--- config.mk ---
export PLATFORM = sky130hd
export DESIGN_NAME = pon_onu_grant_queue_unit
export DESIGN_NICKNAME = d
export VERILOG_FILES = /design/src/rtl/core/pogq_pkg.sv /design/src/rtl/core/pogq_ram.sv /design/src/rtl/core/pogq_ctrl.sv /design/src/rtl/core/pogq_dp.sv /design/src/rtl/core/pon_onu_grant_queue_unit.sv
export SDC_FILE = /design/constraint.sdc
export NUM_CORES = 2
export LEC_CHECK = 0
export BUFFER_PORTS_ARGS = -buffer_cell sky130_fd_sc_hd__buf_2
export CAP_MARGIN = 25
export CORE_ASPECT_RATIO = 1.2
export CORE_MARGIN = 2
export CORE_UTILIZATION = 36
export DETAILED_ROUTE_END_ITERATION = 8
export MAX_ROUTING_LAYER = met4
export PLACE_DENSITY = 0.58
export SYNTH_ARGS = -nofsm -noshare
export SYNTH_HDL_FRONTEND = slang
export SYNTH_HIERARCHICAL = 1
export SYNTH_SLANG_ARGS = --single-unit
--- constraint.sdc ---
create_clock -name clk -period 25.6 [get_ports clk]
set_input_delay 7.68 -clock clk [delete_from_list [all_inputs] [get_ports clk]]
set_output_delay 7.68 -clock clk [all_outputs]
set_load 0.01 [all_outputs]
--- src/rtl/core/pogq_pkg.sv ---
// ----------------------------------------------------------------------------
// pogq_pkg
// Types, codes and sizes shared by the upstream grant queue modules.
// ----------------------------------------------------------------------------
package pogq_pkg;

  localparam int QUEUE_DEPTH = 32;
  localparam int PTR_W       = $clog2(QUEUE_DEPTH);
  localparam int CNT_W       = $clog2(QUEUE_DEPTH + 1);

  localparam int CFG_IDX_W   = 4;
  localparam int CFG_DATA_W  = 24;

  localparam logic [CFG_IDX_W-1:0] REG_CAPACITY = CFG_IDX_W'(0);
  localparam logic [CFG_IDX_W-1:0] REG_OVERHEAD = CFG_IDX_W'(1);

  localparam logic [23:0] CAPACITY_RESET = 24'd1048576;
  localparam logic [11:0] OVERHEAD_RESET = 12'd0;

  localparam logic OP_ENQ   = 1'b0;
  localparam logic OP_GRANT = 1'b1;

  localparam int ENTRY_W = 14 + 16;

  typedef enum logic [1:0] {
    KIND_STATUS  = 2'd0,
    KIND_RELEASE = 2'd1,
    KIND_REPORT  = 2'd2
  } kind_t;

  typedef struct packed {
    logic        op;
    logic [13:0] frame_bits;
    logic [15:0] frame_tag;
    logic [23:0] grant_bits;
    logic [7:0]  channel_id;
  } in_item_t;

  typedef struct packed {
    kind_t       kind;
    logic        accepted;
    logic [15:0] out_tag;
    logic [13:0] out_bits;
    logic [23:0] report_bits;
    logic [24:0] burst_bits;
    logic [7:0]  out_channel;
    logic        last;
  } out_item_t;

  typedef enum logic [1:0] {
    ST_IDLE   = 2'd0,
    ST_CHECK  = 2'd1,
    ST_REPORT = 2'd2
  } ctrl_state_t;

  typedef struct packed {
    logic grant_start;
    logic enq;
    logic release_head;
    logic report;
  } dp_cmd_t;

  typedef struct packed {
    logic out_valid;
    logic out_free;
    logic grant_go;
    logic fits;
    logic one_left;
  } dp_status_t;

endpackage

--- src/rtl/core/pogq_ram.sv ---
// ----------------------------------------------------------------------------
// pogq_ram
// Generic single write port, single read port RAM with registered read data.
// ----------------------------------------------------------------------------
module pogq_ram #(
  parameter int WIDTH = 8,
  parameter int DEPTH = 16
) (
  input  logic                     clk,
  input  logic                     we,
  input  logic [$clog2(DEPTH)-1:0] waddr,
  input  logic [WIDTH-1:0]         wdata,
  input  logic                     re,
  input  logic [$clog2(DEPTH)-1:0] raddr,
  output logic [WIDTH-1:0]         rdata
);

  logic [WIDTH-1:0] mem [DEPTH];
  logic [WIDTH-1:0] rdata_r;

  always_ff @(posedge clk) begin
    if (we) begin
      mem[waddr] <= wdata;
    end
    if (re) begin
      rdata_r <= mem[raddr];
    end
  end

  assign rdata = rdata_r;

endmodule

--- src/rtl/core/pogq_ctrl.sv ---
// ----------------------------------------------------------------------------
// pogq_ctrl
// Sequencer for enqueue and grant items: admits items, steps the head
// release loop and orders the burst report.
// ----------------------------------------------------------------------------
module pogq_ctrl (
  input  logic                 clk,
  input  logic                 rst_n,
  input  logic                 in_valid,
  input  logic                 in_op,
  output logic                 in_stall,
  input  pogq_pkg::dp_status_t status,
  output pogq_pkg::dp_cmd_t    cmd
);

  import pogq_pkg::*;

  ctrl_state_t state_r;
  ctrl_state_t state_nxt;
  logic        in_take;

  assign in_stall = (state_r != ST_IDLE) || status.out_valid;
  assign in_take  = in_valid && !in_stall;

  always_ff @(posedge clk) begin
    if (!rst_n) begin
      state_r <= ST_IDLE;
    end else begin
      state_r <= state_nxt;
    end
  end

  always_comb begin
    state_nxt = state_r;
    cmd       = '0;
    unique case (state_r)
      ST_IDLE: begin
        if (in_take) begin
          if (in_op == OP_GRANT) begin
            cmd.grant_start = 1'b1;
            state_nxt       = status.grant_go ? ST_CHECK : ST_REPORT;
          end else begin
            cmd.enq = 1'b1;
          end
        end
      end
      ST_CHECK: begin
        if (status.out_free) begin
          if (status.fits) begin
            cmd.release_head = 1'b1;
            state_nxt        = status.one_left ? ST_REPORT : ST_CHECK;
          end else begin
            cmd.report = 1'b1;
            state_nxt  = ST_IDLE;
          end
        end
      end
      ST_REPORT: begin
        if (status.out_free) begin
          cmd.report = 1'b1;
          state_nxt  = ST_IDLE;
        end
      end
      default: begin
        state_nxt = ST_IDLE;
      end
    endcase
  end

endmodule

--- src/rtl/core/pogq_dp.sv ---
// ----------------------------------------------------------------------------
// pogq_dp
// Queue datapath: configuration registers, bit and entry accounting, head
// and tail pointers, frame store and the output beat register.
// ----------------------------------------------------------------------------
module pogq_dp (
  input  logic                                clk,
  input  logic                                rst_n,
  input  pogq_pkg::in_item_t                  in_data,
  input  logic                                cfg_valid,
  input  logic [pogq_pkg::CFG_IDX_W-1:0]      cfg_index,
  input  logic [pogq_pkg::CFG_DATA_W-1:0]     cfg_data,
  output logic                                out_valid,
  input  logic                                out_stall,
  output pogq_pkg::out_item_t                 out_data,
  input  pogq_pkg::dp_cmd_t                   cmd,
  output pogq_pkg::dp_status_t                status
);

  import pogq_pkg::*;

  logic [23:0]      cap_r;
  logic [11:0]      ovh_r;
  logic [23:0]      queued_r,  queued_nxt;
  logic [PTR_W-1:0] head_r,    head_nxt;
  logic [PTR_W-1:0] tail_r,    tail_nxt;
  logic [CNT_W-1:0] count_r,   count_nxt;
  logic             out_valid_r, out_valid_nxt;
  out_item_t        out_data_r,  out_data_nxt;
  logic [23:0]      grant_r;
  logic [7:0]       chan_r;
  logic [23:0]      used_r,    used_nxt;

  logic [PTR_W-1:0]   head_inc;
  logic [PTR_W-1:0]   tail_inc;
  logic               enq_ok;
  logic               ram_we;
  logic               ram_re;
  logic [PTR_W-1:0]   ram_raddr;
  logic [ENTRY_W-1:0] ram_rdata;
  logic [13:0]        rd_len;
  logic [15:0]        rd_tag;

  assign head_inc = (head_r == PTR_W'(QUEUE_DEPTH - 1)) ? '0 : head_r + PTR_W'(1);
  assign tail_inc = (tail_r == PTR_W'(QUEUE_DEPTH - 1)) ? '0 : tail_r + PTR_W'(1);

  assign enq_ok = (({1'b0, queued_r} + 25'(in_data.frame_bits)) <= {1'b0, cap_r}) &&
                  (count_r < CNT_W'(QUEUE_DEPTH));

  assign ram_we    = cmd.enq && enq_ok;
  assign ram_re    = cmd.grant_start || cmd.release_head;
  assign ram_raddr = cmd.release_head ? head_inc : head_r;
  assign rd_len    = ram_rdata[ENTRY_W-1:16];
  assign rd_tag    = ram_rdata[15:0];

  pogq_ram #(
    .WIDTH (ENTRY_W),
    .DEPTH (QUEUE_DEPTH)
  ) u_store (
    .clk   (clk),
    .we    (ram_we),
    .waddr (tail_r),
    .wdata ({in_data.frame_bits, in_data.frame_tag}),
    .re    (ram_re),
    .raddr (ram_raddr),
    .rdata (ram_rdata)
  );

  assign status.out_valid = out_valid_r;
  assign status.out_free  = !out_valid_r || !out_stall;
  assign status.grant_go  = (in_data.grant_bits != '0) && (count_r != '0);
  assign status.fits      = (({1'b0, used_r} + 25'(rd_len)) <= {1'b0, grant_r});
  assign status.one_left  = (count_r == CNT_W'(1));

  always_comb begin
    queued_nxt    = queued_r;
    head_nxt      = head_r;
    tail_nxt      = tail_r;
    count_nxt     = count_r;
    used_nxt      = used_r;
    out_valid_nxt = out_valid_r && out_stall;
    out_data_nxt  = out_data_r;
    if (cmd.enq) begin
      out_valid_nxt = 1'b1;
      out_data_nxt  = '0;
      out_data_nxt.kind     = KIND_STATUS;
      out_data_nxt.accepted = enq_ok;
      out_data_nxt.out_tag  = in_data.frame_tag;
      out_data_nxt.out_bits = in_data.frame_bits;
      out_data_nxt.last     = 1'b1;
      if (enq_ok) begin
        queued_nxt = queued_r + 24'(in_data.frame_bits);
        tail_nxt   = tail_inc;
        count_nxt  = count_r + CNT_W'(1);
      end
    end
    if (cmd.grant_start) begin
      used_nxt = '0;
    end
    if (cmd.release_head) begin
      out_valid_nxt = 1'b1;
      out_data_nxt  = '0;
      out_data_nxt.kind     = KIND_RELEASE;
      out_data_nxt.out_tag  = rd_tag;
      out_data_nxt.out_bits = rd_len;
      queued_nxt = queued_r - 24'(rd_len);
      used_nxt   = used_r + 24'(rd_len);
      head_nxt   = head_inc;
      count_nxt  = count_r - CNT_W'(1);
    end
    if (cmd.report) begin
      out_valid_nxt = 1'b1;
      out_data_nxt  = '0;
      out_data_nxt.kind        = KIND_REPORT;
      out_data_nxt.report_bits = queued_r;
      out_data_nxt.burst_bits  = 25'(ovh_r) + 25'(used_r);
      out_data_nxt.out_channel = chan_r;
      out_data_nxt.last        = 1'b1;
    end
  end

  always_ff @(posedge clk) begin
    if (!rst_n) begin
      cap_r       <= CAPACITY_RESET;
      ovh_r       <= OVERHEAD_RESET;
      queued_r    <= '0;
      head_r      <= '0;
      tail_r      <= '0;
      count_r     <= '0;
      out_valid_r <= 1'b0;
    end else begin
      if (cfg_valid && (cfg_index == REG_CAPACITY)) begin
        cap_r <= cfg_data[23:0];
      end
      if (cfg_valid && (cfg_index == REG_OVERHEAD)) begin
        ovh_r <= cfg_data[11:0];
      end
      queued_r    <= queued_nxt;
      head_r      <= head_nxt;
      tail_r      <= tail_nxt;
      count_r     <= count_nxt;
      out_valid_r <= out_valid_nxt;
    end
  end

  always_ff @(posedge clk) begin
    out_data_r <= out_data_nxt;
    used_r     <= used_nxt;
    if (cmd.grant_start) begin
      grant_r <= in_data.grant_bits;
      chan_r  <= in_data.channel_id;
    end
  end

  assign out_valid = out_valid_r;
  assign out_data  = out_data_r;

endmodule

--- src/rtl/core/pon_onu_grant_queue_unit.sv ---
// ----------------------------------------------------------------------------
// pon_onu_grant_queue_unit
// Upstream frame queue of an optical network unit with grant-driven release.
// ----------------------------------------------------------------------------
// Input channel (in_valid / in_stall / in_data): an enqueue beat offers a
// frame length and tag and returns one status beat (admitted or dropped). A
// grant beat releases head frames in FIFO order while they fit into the
// grant, one release beat each, then closes with a burst report beat that
// carries the queued bits left, overhead plus released bits, and the channel.
// Output channel (out_valid / out_stall / out_data): a single output
// register; last marks the final beat of an item.
// Config channel (cfg_valid / cfg_ready / cfg_index / cfg_data): index 0 is
// the capacity in bits, index 1 the header overhead; cfg_ready is always high.
// Timing: an enqueue status appears in the cycle after acceptance; the block
// takes no new item while a grant is in flight or an output beat is held. A
// grant reads the head entry, releases frames while they fit, then reports
// after the queue empties or a frame does not fit. The frame store read port
// sets the loop rate. Reset clears pointers, counts and the output valid flag;
// the frame store is not cleared. While out_stall is high a held output beat
// stays and the block takes no new item.
// ----------------------------------------------------------------------------
module pon_onu_grant_queue_unit (
  input  logic                             clk,
  input  logic                             rst_n,
  input  logic                             in_valid,
  output logic                             in_stall,
  input  pogq_pkg::in_item_t               in_data,
  output logic                             out_valid,
  input  logic                             out_stall,
  output pogq_pkg::out_item_t              out_data,
  input  logic                             cfg_valid,
  output logic                             cfg_ready,
  input  logic [pogq_pkg::CFG_IDX_W-1:0]   cfg_index,
  input  logic [pogq_pkg::CFG_DATA_W-1:0]  cfg_data
);

  import pogq_pkg::*;

  dp_cmd_t    cmd;
  dp_status_t status;

  assign cfg_ready = 1'b1;

  pogq_ctrl u_ctrl (
    .clk      (clk),
    .rst_n    (rst_n),
    .in_valid (in_valid),
    .in_op    (in_data.op),
    .in_stall (in_stall),
    .status   (status),
    .cmd      (cmd)
  );

  pogq_dp u_dp (
    .clk       (clk),
    .rst_n     (rst_n),
    .in_data   (in_data),
    .cfg_valid (cfg_valid && cfg_ready),
    .cfg_index (cfg_index),
    .cfg_data  (cfg_data),
    .out_valid (out_valid),
    .out_stall (out_stall),
    .out_data  (out_data),
    .cmd       (cmd),
    .status    (status)
  );

endmodule

## Word-level counts from Yosys, hierarchy flattened

Memory sizes are Yosys's and may differ from the RTL's. A register that Yosys moved wholly into a read port is not among the register bits.
Cells that the tools add are included.

| storage, ports and cells | value |
|---|---|
| flip-flop bits (word level) | 226 |
| bits in latches | 0 |
| RAM bits | 960 |
| ROM bits | 0 |
| bits of input ports | 96 |
| output and inout bits | 94 |
| word-level logic and storage cells | 106 |
| memories | 1 |

| cells by class | value |
|---|---|
| add/sub/neg operators | 10 |
| multiply operators | 0 |
| div/mod/pow operators | 0 |
| magnitude comparators | 3 |
| equal/unequal tests | 10 |
| shifts and indexed selects | 0 |
| mux-type cells | 37 |
| bitwise gates (word level) | 0 |
| reduce and logical (&&, ||, !) cells | 26 |

Memory list:

| name | depth | bits a word | read ports | clocked after Yosys merged registers in | write ports | line | RTL |
|---|---|---|---|---|---|---|---|
| u_dp.u_store.mem | 32 | 30 | 1 | 1 | 1 | pogq_ram.sv:18 | `logic [WIDTH-1:0] mem [DEPTH];` |

Operators with widths:

| kind | number |
|---|---|
| 2-to-1 mux 91 bit | 2 |
| 2-to-1 mux 24 bit | 5 |
| 2-to-1 mux 58 bit | 1 |
| adder 24 x 14 -> 25 bit | 2 |
| less-or-equal comparator 25 x 24 -> 1 bit | 2 |
| adder 24 x 14 -> 24 bit | 2 |
| adder 12 x 24 -> 25 bit | 1 |
| nonzero test 24 bit | 1 |
| subtractor 24 x 14 -> 24 bit | 1 |
| 2-to-1 mux 2 bit | 10 |
| 2-to-1 mux 6 bit | 3 |
| 2-to-1 mux 5 bit | 3 |
| 2-to-1 mux 1 bit | 11 |
| adder 5 x 1 -> 5 bit, second input constant | 2 |
| == test 5 bit, second input constant | 2 |
| nonzero test 2 bit | 4 |
| logical AND 1 bit | 7 |
| adder 6 x 1 -> 6 bit, second input constant | 1 |
| == test 6 x 1 -> 1 bit, second input constant | 1 |
| < comparator 6 bit, second input constant | 1 |
| inequality test 2 bit, second input constant | 3 |
| case mux 2 bit (3 select lines) | 1 |
| nonzero test 6 bit | 1 |
| subtractor 6 x 1 -> 6 bit, second input constant | 1 |
| other kinds (13) | 18 |

## Longest topological paths before layout

| depth | value |
|---|---|
| depth after elaboration | 9 |
| mapped depth | 35 |
| gate-level depth less buffers | 33 |

## Cells and area by module

The synthesis kept the hierarchy.

Modules (own cells, without submodules):

| module | times used | cells an instance | area each (sq um) | sequential area each (sq um) |
|---|---|---|---|---|
| pogq_ram | 1 | 2122 | 38359.3 | 29728.5 |
| pogq_dp | 1 | 1446 | 13496.7 | 5615.4 |
| pogq_ctrl | 1 | 30 | 225.2 | 40.0 |
| pon_onu_grant_queue_unit | 1 | 2 | 11.3 | 0.0 |

## Worst setup path after synthesis

OpenSTA, ideal clock, no wires.

| timing | value |
|---|---|
| path type | input -> register |
| start | in in_data[49] (netlist name) |
| end | mem u_dp/u_store/mem[12][0] (netlist name) (enable) |
| library setup time | 0.417 ns |
| arrival | 13.200 ns |
| required time | 25.183 ns |
| path slack | 11.983 ns |
| cell stages on the path | 22 |
| path buffers | 2 |
| cell sequence | ha_1 a21o_1 a21oi_1 o21bai_1 a21boi_0 o21bai_1 nand2_1 a31oi_1 or4b_2 o211ai_1 ha_1 nor2b_1 o21ai_0 o21ai_0 or4_1 a31oi_1 nand2_1 buf_2 inv_1 or3b_2 clkbuf_1 nor2_1 |

| on the way | value |
|---|---|
| word-level cells in the longest chain between the ends | 6 |

Ends and longest elaborated chain:

| element | line | RTL |
|---|---|---|
| start: declaration | pon_onu_grant_queue_unit.sv:27 | `input pogq_pkg::in_item_t in_data,` |
| adder 24 x 14 -> 25 bit | pogq_dp.sv:47 | `assign enq_ok = (({1'b0, queued_r} + 25'(in_data.frame_bits)) <= {1'b0, cap_r}) &&` |
| less-or-equal comparator 25 x 24 -> 1 bit | pogq_dp.sv:47 |  |
| logical AND 1 bit | pogq_dp.sv:47 |  |
| logical AND 1 bit | pogq_dp.sv:50 | `assign ram_we = cmd.enq && enq_ok;` |
| via u_dp.ram_we | pogq_dp.sv:37 | `logic ram_we;` |
| 2-to-1 mux 1 bit | pogq_ram.sv:22 | `if (we) begin` |
| 2-to-1 mux 1 bit (implied by the code) | pogq_ram.sv:23 | `mem[waddr] <= wdata;` |
| end: declaration | pogq_ram.sv:18 |  |

The timed path passes the listed nets, and every way through them passes these cells.

## Worst setup path after layout

| timing | value |
|---|---|
| start | in in_data[48] (netlist name) |
| end | mem u_dp/u_store/mem[22][11] (netlist name) (enable) |

Same word-level chain as after synthesis.

==> run_results.csv <==
group,metric,value,unit
route,antenna_left,0,
setup_path,critical_path_class,"in -> reg",
floorplanning,die_h,421,um
worst_hold_path,hold_end,"u_dp/cap_r[7]",
floorplanning,io_pins,190,
sta,rsz0062_at_grt,"false",
synth,synth_edf_count,1103,
setup_path,crit_chain,"buf_2 > buf_4 > ha_1 > inv_1 > fa_1 > nor2b_1 > o31ai_2 > a21oi_1 > o31ai_1 > a21boi_1 > nand3_1 > xnor2_1 > ha_1 > nand4_1 > nor4_1 > nand4_1 > a211o_1 > a31oi_1 > nand2_1 > inv_1 > nand3b_1 > nor2_4 > buf_4",
global_route,grt_pass1_wl,206000,um
finish,fin_cells,5838,
sta,hold-worst-slack,0.462,ns
route,drtIter0Drc,2443,
global_route,grt_pass1_vias,29885,
setup_path,reg2reg_slack,15.08,ns
clock_tree,cts_tree,"built",
global_route,grt_max_degree,121,
synth,ys_warn_count,6,
clock_tree,cts-root-buf,"clkbuf_16",
setup_path,reg2reg_from,"u_dp/used_r[0]",
setup_path,critPathLaunch,"in_data[48]",
clock_tree,cts_setup_buffers,0,
sta,finalMaxSlewViolations,0,
route,wire_per_inst,24.5,um
clock_tree,worst_skew_pair.late_latency,0.76,ns
synth,synthDistinctLibCells,79,
global_route,track_usage,19.6,%
sta,fmax,0.0711,GHz
route,dr.pass1.iters,7,
place,numPortBuffers,188,
power_and_ir_drop,leakagePower,20.3,nW
floorplanning,dieWidth,351,um
sta,worst_clock_skew,0.0337,ns
sta,setup_tns,0,ns
setup_path,worstSetupEndpointType,"register",
setup_path,max_stage_delay,0.80,ns
place,numPlacedInstances,5600,
sta,relSlewSlack,31.4,%
setup_path,critPathMaxFanout,35,
worst_hold_path,whs_path_depth,2,
status,outcome,"completed",
global_route,grt_overflow,0,
sta,timing.final.ws_setup,11.53,ns
finish,drive_above_1_share,13.8,%
synth,synth_area,0.0521,sq mm
synth,synthFlopType,"edfxtp_1",
synth,synth.net_count,3823,
clock_tree,holdBufCountCts,0,
clock_tree,cts.clk_slew.worst_paths,0.06,ns
sta,post-route-min-period,14.07,ns
route,via_count,30762,
synth,ys_async_sr_fraction,0,%
floorplanning,rows,152,
worst_hold_path,worstHoldStart,"u_dp/cap_r[7]",
route,drc_errors,0,
power_and_ir_drop,power_density,103,mW/mm^2
setup_path,r2r-end,"u_dp/u_store/rdata[8]",
sta,timing.final.crit_share,54.9,%
power_and_ir_drop,ir_worst_vdd,0.104,mV
clock_tree,ctsResizeCount,0,
setup_path,arrival,14.49,ns
place,place_hpwl,91900,um
sta,hold_viol,0,
route,via_per_inst,5.27,
worst_hold_path,holdCritPathClass,"reg -> reg",
synth,avgSynthCellArea,14.5,sq um
route,wl,143000,um
synth,synthCells,3600,
finish,nNetsFinal,4026,
job,cap_violations,0,
sta,setup_viol,0,
floorplanning,coreArea,0.143,sq mm
floorplanning,die_area,0.148,sq mm
place,place_congestion,0.838,
setup_path,r2r_cells,28,
sta,tightest_slew,1.03,ns
global_route,grt_antenna_before_repair,5,
setup_path,cpMaxStageDelayCell,"nor2_4",
floorplanning,start_util,36.3,%
place,pre_cts_slack,10.79,ns
setup_path,crit_path_start_kind,"input pin",
synth,synth-seq-area-share,67.9,%
clock_tree,numCtsBuffers,121,
clock_tree,clockBufferDepth,3,
clock_tree,h-tree-depth,3,
finish,syn2layout_area_growth,15.1,%
setup_path,critPathRequiredTime,26.02,ns
clock_tree,clock-sinks,1216,
synth,ys_ff_latch,1216,
power_and_ir_drop,p_total,0.00615,W
[per-layer routing]
metal	up-vias	share of wire [%]	global-route usage [%]	wire length [um]
met5	-	0	-	0
met4	0	2.7	5.75	3860
met3	203	4.5	2.38	6430
met2	819	50	33.0	71400
met1	15606	43	25.0	61500
li1	14134	-	-	-
[logic make-up (layout without fill, tap and decap cells)]
| kind of cell | Yosys count | count (layout) | synth area share (%) |
|---|---|---|---|
| AO/OA/AOI/OAI | 595 | 595 | 7.46 |
| adder cells (fa/ha/maj) | 127 | 127 | 3.11 |
| AND/OR/NAND/NOR | 770 | 770 | 7.05 |
| XOR/XNOR | 85 | 85 | 1.43 |
| buffers and inverters | 264 | 575 | 2.60 |
| other | 1 | 3 | 0.00720 |
| multiplexers | 542 | 542 | 10.4 |
| flip-flops | 1216 | 1216 | 67.9 |
[state kept, by name, indices dropped and copies added, names as in the netlist, 2 cells and up]
name                cells
u_ctrl/state_r          2
u_dp/cap_r             24
u_dp/chan_r             8
u_dp/count_r            6
u_dp/grant_r           24
u_dp/head_r             5
u_dp/out_data          91
u_dp/ovh_r             12
u_dp/queued_r          24
u_dp/tail_r             5
u_dp/u_store/mem      960
u_dp/u_store/rdata     30
u_dp/used_r            24
[report_power, final]
part           internal [W]  switching (W)
sequential          0.00235       0.000123
clock               0.00109       0.000783
combinational      0.000714        0.00109
total               0.00416        0.00199
[cell usage after synthesis (all sizes together), types with 61 or more instances]
cell	number	area, sq um
edfxtp	1103	33100
ha	123	1540
nand3	117	586
dfxtp	113	2260
nor2	192	721
a22o	61	534
mux2i	539	5400
inv	81	304
nand2	213	800
clkbuf	79	300
and2	62	388
a21oi	221	1110
buf	102	742
a22oi	91	683
[worst max-delay path: cells and delay by family]
| kind | cells | cell delay (ns) |
|---|---|---|
| AND/OR/NAND/NOR | 8 | 2.83 |
| AO/OA/AOI/OAI | 6 | 1.56 |
| adder cells (fa/ha/maj) | 3 | 0.95 |
| buffers and inverters | 5 | 1.25 |
| XOR/XNOR | 1 | 0.16 |
[per-stage QoR]
stage	utilization [%]	area [sq um]
5_1_grt	41.8	59900
3_5_place_dp	38.7	55600
3_3_place_gp	38.5	55100
2_1_floorplan	-	52100
6_report	41.8	59900
4_1_cts	41.7	59800
[how the worst max path moves through the flow]
stage / end / slack, ns / depth (start not counted)
global route: u_dp/u_store/mem[22][12] / 11.10 / 23
detailed placement: u_dp/u_store/mem[22][12] / 10.79 / 23
CTS: u_dp/u_store/mem[22][3] / 11.59 / 23
floorplan: u_dp/u_store/mem[12][0] / 11.98 / 22
finish: u_dp/u_store/mem[22][11] / 11.53 / 23
global placement: u_dp/u_store/mem[25][11] / 10.85 / 22
[area by class of cell]
cell class / instances / area, sq um
clock buffer: 131 / 3130
timing repair buffer: 261 / 1910
sequential: 1216 / 35400
multi-input combinational: 2120 / 15700
tap: 1925 / 2410
antenna: 2 / 5.00
inverter: 83 / 312
fill: 13121 / 83500
clock inverter: 100 / 1110
[cell usage in the layout (no fill, tap or decap), types with 25 or more instances in the layout]
| cell type | instances |
|---|---|
| a21o_1 | 30 |
| a21oi_1 | 219 |
| a22o_1 | 61 |
| a22oi_1 | 91 |
| a31oi_1 | 43 |
| and2_1 | 61 |
| buf_2 | 188 |
| buf_4 | 48 |
| clkbuf_16 | 124 |
| clkinv_2 | 35 |
| dfxtp_1 | 113 |
| edfxtp_1 | 1103 |
| ha_1 | 123 |
| inv_1 | 80 |
| mux2i_1 | 539 |
| nand2_1 | 213 |
| nand2b_1 | 25 |
| nand3_1 | 116 |
| nor2_1 | 157 |
| nor2_4 | 35 |
| nor3_1 | 49 |
| o21ai_0 | 49 |
| xnor2_1 | 45 |
| xor2_1 | 40 |
No activity file was read; power rests on OpenSTA's default activity.
